`src/shrdr_pkg.sv`:
```
package shrdr_pkg;

	localparam logic [31:0] VALID_EPOCH_MIN = 32'd1000000000;
	localparam logic [31:0] INTERVAL_RESET  = 32'd60000;
	localparam int unsigned MIN_STEP        = 2;
	localparam int unsigned DIV_W           = 17;

	localparam logic REG_SAMPLE_INTERVAL = 1'b0;

	localparam logic [2:0] ST_POINT        = 3'd0;
	localparam logic [2:0] ST_EMPTY        = 3'd1;
	localparam logic [2:0] ST_RECORDED     = 3'd2;
	localparam logic [2:0] ST_SKIP_INTERVAL = 3'd3;
	localparam logic [2:0] ST_SKIP_INVALID = 3'd4;

	localparam logic OP_RECORD = 1'b0;
	localparam logic OP_QUERY  = 1'b1;

	typedef struct packed {
		logic        operation;
		logic [31:0] now_ms;
		logic [31:0] epoch;
		logic [31:0] weight_bits;
		logic [31:0] since_epoch;
		logic [15:0] max_points;
	} in_item_t;

	typedef struct packed {
		logic [2:0]  status;
		logic [31:0] point_epoch;
		logic [31:0] point_weight_bits;
		logic        last;
	} out_item_t;

	typedef enum logic [3:0] {
		S_IDLE,
		S_RECORD,
		S_SCAN_INIT,
		S_SCAN,
		S_CHECK,
		S_DIV,
		S_EMIT_INIT,
		S_EMIT,
		S_EMPTY
	} state_t;

	typedef struct packed {
		logic accept;
		logic rec;
		logic walk_init;
		logic walk_en;
		logic count;
		logic div_start;
		logic step_set;
		logic emit;
		logic empty;
	} cmd_t;

	typedef struct packed {
		logic out_free;
		logic walk_done;
		logic no_match;
		logic need_div;
		logic div_idle;
	} stat_t;

endpackage

```
`src/shrdr_ctrl.sv`:
```
module shrdr_ctrl (
	input  logic             clk,
	input  logic             arst_n,
	input  logic             in_valid,
	input  logic             in_op,
	input  shrdr_pkg::stat_t stat,
	output shrdr_pkg::cmd_t  cmd,
	output logic             in_stall
);

	shrdr_pkg::state_t state_q, state_d;

	always_ff @(posedge clk or negedge arst_n) begin
		if (!arst_n) begin
			state_q <= shrdr_pkg::S_IDLE;
		end else begin
			state_q <= state_d;
		end
	end

	always_comb begin
		state_d = state_q;
		unique case (state_q)
			shrdr_pkg::S_IDLE: begin
				if (in_valid) begin
					state_d = (in_op == shrdr_pkg::OP_QUERY) ? shrdr_pkg::S_SCAN_INIT
						: shrdr_pkg::S_RECORD;
				end
			end
			shrdr_pkg::S_RECORD: begin
				if (stat.out_free) state_d = shrdr_pkg::S_IDLE;
			end
			shrdr_pkg::S_SCAN_INIT: state_d = shrdr_pkg::S_SCAN;
			shrdr_pkg::S_SCAN: begin
				if (stat.walk_done) state_d = shrdr_pkg::S_CHECK;
			end
			shrdr_pkg::S_CHECK: begin
				priority if (stat.no_match) state_d = shrdr_pkg::S_EMPTY;
				else if (stat.need_div) state_d = shrdr_pkg::S_DIV;
				else state_d = shrdr_pkg::S_EMIT_INIT;
			end
			shrdr_pkg::S_DIV: begin
				if (stat.div_idle) state_d = shrdr_pkg::S_EMIT_INIT;
			end
			shrdr_pkg::S_EMIT_INIT: state_d = shrdr_pkg::S_EMIT;
			shrdr_pkg::S_EMIT: begin
				if (stat.walk_done) state_d = shrdr_pkg::S_IDLE;
			end
			shrdr_pkg::S_EMPTY: begin
				if (stat.out_free) state_d = shrdr_pkg::S_IDLE;
			end
			default: state_d = shrdr_pkg::S_IDLE;
		endcase
	end

	always_comb begin
		cmd = '0;
		in_stall = 1'b1;
		unique case (state_q)
			shrdr_pkg::S_IDLE: begin
				in_stall = 1'b0;
				cmd.accept = in_valid;
			end
			shrdr_pkg::S_RECORD: cmd.rec = stat.out_free;
			shrdr_pkg::S_SCAN_INIT: cmd.walk_init = 1'b1;
			shrdr_pkg::S_SCAN: begin
				cmd.walk_en = 1'b1;
				cmd.count = 1'b1;
			end
			shrdr_pkg::S_CHECK: cmd.div_start = stat.need_div;
			shrdr_pkg::S_DIV: ;
			shrdr_pkg::S_EMIT_INIT: begin
				cmd.walk_init = 1'b1;
				cmd.step_set = 1'b1;
			end
			shrdr_pkg::S_EMIT: begin
				cmd.walk_en = stat.out_free;
				cmd.emit = 1'b1;
			end
			shrdr_pkg::S_EMPTY: cmd.empty = stat.out_free;
			default: ;
		endcase
	end

endmodule

```
`config.mk`:
```
export PLATFORM = sky130hd
export DESIGN_NAME = shrdr_ctrl
export DESIGN_NICKNAME = d
export VERILOG_FILES = /design/src/shrdr_pkg.sv /design/src/shrdr_ctrl.sv
export SDC_FILE = /design/constraint.sdc
export NUM_CORES = 1
export LEC_CHECK = 0
export BUFFER_PORTS_ARGS = -buffer_cell sky130_fd_sc_hd__buf_2
export CORE_AREA = 2 2 39 41
export CTS_BUF_LIST = sky130_fd_sc_hd__clkbuf_16
export DETAILED_ROUTE_END_ITERATION = 10
export DIE_AREA = 0 0 41 43
export PLACE_DENSITY = 0.55
export SKIP_CTS_REPAIR_TIMING = 1
export SLEW_MARGIN = 25
export SYNTH_ARGS = -nofsm -noshare
export SYNTH_HDL_FRONTEND = slang
export SYNTH_SLANG_ARGS = --single-unit
```
`constraint.sdc`:
```
create_clock -name clk -period 1.9 [get_ports clk]
set_input_delay 0.57 -clock clk [delete_from_list [all_inputs] [get_ports clk]]
set_output_delay 0.57 -clock clk [all_outputs]
set_load 0.1 [all_outputs]
```
==> metrics.md <==
| Metric | Value |
|---|---|
| Detailed-route wire length per cell | ~14 um |
| DP HPWL | ~870 um |
| Max-capacitance violation count | 0 |
| Failing checks | setup timing |
| Mapped Area | between 300 and 400 um2 |
| Mean Syn Cell Area | 7.91 um2 |
| Gpl congestion | 0.839 |
| CTS max path bufs | 2 |
| Clock transition at path regs | around 0.030 ns |
| Reg2reg start | state_q[1] |
| CP max stage delay | ~0.39 ns |
| Worst path slowest cell | dfrtp_1 |
| Biggest register | state_q |
| Core area | 1380 um2 |
| Overall Global Routing Usage | 0.162 |
| Achievable Freq | around 520 MHz |
| Clock root buffer | clkbuf_16 |
| # setup viols final | 1 |
| Tcrit/Tclk final | 1.00 |
| Antenna violations before repair | 0 |
| Post-synth top area share | 0.253 |
| Row Count | 14 |
| H-tree levels | 1 |
| Final hold violation count | 0 |
| Total grt overflow | 0 |
| DR vias | 470 |
| Die Ht | 43 um |
| Total CTS buffers | 3 |
| Final Core Density | 0.609 |
| Global-route wire length before repair | 1900 um |
| Slew Limit Fails | 0 |
| Num Clock Sinks | 4 |
| Synth top area cells | dfrtp_1 (25%), mux2_4 (7.6%), nor2_1 (7.6%), buf_6 (5.7%), mux2i_1 (5.1%) |
| Top delay family on crit path | flip-flops |
| Clock latency on the worst-skew pair | approximately 0.23 ns |
| Relative slew slack | 0.821 |
| Final WS setup | -0.00591 ns |
| Most frequent cells in the layout | buf_12 (10), buf_2 (8), nor2_1 (5), buf_4 (5) |
| Critical Path Source | state_q[2] |
| Die X | between 40 and 50 um |
| Antenna Cells | 0 |
| Yosys warns | 0 |
| Maximum fanout along the worst path | 5 |
| Min-Delay Path Class | primary input to async pin |
| Bufs and invs on worst path | 2 |
| # DRC | 0 |
| Status | complete, but fails checks |
| Placed Area | just over 700 um2 |
| Setup crit start kind | flop |
| Total routed wirelength | approximately 1200 um |
| Vias in the first global route | 443 |
| Layout area overhead | 113% |
| Yosys top cell by area | dfrtp_1 |
| Initial core utilization | 0.286 |
| Yosys reg bits | 4 |
| CTS tree | done |
| CP arrival | about 1.3 ns |
| Port Buffers | 18 |
| Via density | ~5.2 |
| Final #Nets | 85 |
| Crit. End Element | output port |
| Initial DRC Count | 10 |
| Most common cell after layout, fill and taps aside | buf_12 |
| Largest net degree at the start of global routing | 10 |
| I/O pin count | 19 |
| Nets in the synthesized netlist | approximately 60 |
| Detailed-router iteration count before antenna repair | 4 |
| Clock Skew | between 0.004 and 0.005 ns |
| CP Class | flop to output port |
| Share of cells above drive strength 1 | 0.649 |
| Final worst path period need | 1.91 ns |
| Yosys cell types | 24 |
| Max reg flops | 4 |
| Worst slew pin tran | between 0.2 and 0.3 ns |
| Seq/Total Area, Yosys | 0.253 |
| Routed Antenna Nets | 0 |
| Fin area | around 840 um2 |
| Crit path cell chain | buf_4 -> nor2_2 -> and4_4 -> buf_12 |
| Top flop regs | state_q x4 |
| Critical path data required time | 1.33 ns |
| Mapped Cells | 50 |
| RSZ-0062 raised after global routing | true |
| Die ar. | around 1800 um2 |
==> synthesized netlist by cell type <==
master	number
nand2_1	2
a31oi_1	1
a2bb2oi_1	1
inv_1	2
a22oi_1	1
and3_1	3
and4b_1	1
a32oi_1	1
nand2b_1	1
nor2_1	8
buf_6	2
a21oi_1	1
mux2_4	2
nor3b_1	1
o21ai_2	1
nor2b_1	3
dfrtp_1	4
nand3_1	1
and4_1	1
nor4_1	2
mux2i_1	2
o21ai_0	3
nor3_1	4
buf_2	2
==> per-layer routing <==
metal / vias up / wire length (um) / part of all wire / GRT usage
met4: 0 / 18 / 0.015 / 0.100
met3: 2 / 72 / 0.058 / 0.0366
met5: - / 0 / 0 / 0
met1: 218 / 513 / 0.41 / 0.208
li1: 233 / - / - / -
met2: 17 / 634 / 0.51 / 0.234
==> final cells by class <==
class | count | area (um2)
fillers | 108 | 541
multi-input cells | 40 | 333
repair buffers | 25 | 300
flip-flops and latches | 4 | 104
clock buffers | 3 | 75.1
well taps | 16 | 20.0
inverters | 2 | 11.3
==> worst register-to-register path, stage by stage, from the launching register on <==
cell and delay (ns):
dfrtp_2 0.45, buf_4 0.18, nor2_1 0.16, a2bb2oi_1 0.10, o21ai_2 0.25, mux2_4 0.33
==> stage by stage <==
step / setup slack (ns) / cells / TNS, ns / hold slack, ns
floorplan: -0.109 / 50 / -0.130 / 0.274
global placement: 0.159 / 86 / 0 / 0.375
detailed placement: 0.177 / 86 / 0 / 0.376
CTS: -0.0640 / 89 / -0.299 / 0.140
global route: -0.0444 / 90 / -0.0773 / 0.149
finish: -0.00591 / 90 / -0.00591 / 0.136
==> path summary, 6_finish.rpt <==
| path | cells after the start | slack (ns) | end |
|---|---|---|---|
| max reg2reg | 5 | 0.30 | state_q[0] |
| min reg2reg | 2 | 0.67 | state_q[3] |
| min in group clk | 2 | 0.67 | state_q[3] |
| max | 4 | -0.006 | cmd[7] |
| max in group asynchronous | 1 | 1.63 | state_q[0] |
| min | 1 | 0.14 | state_q[2] |
==> cells by family (layout without fill, tap and decap cells) <==
logic type | after synthesis | in the layout | share of synthesized area
muxes | 4 | 4 | 0.127
DFF | 4 | 4 | 0.253
AOI/OAI and AO/OA | 9 | 9 | 0.152
buffers and inverters | 6 | 30 | 0.101
and+or+nand+nor | 27 | 27 | 0.367
Power is not shown: default switching activity piles up to over one toggle a cycle in this logic, so the estimate is an artifact.
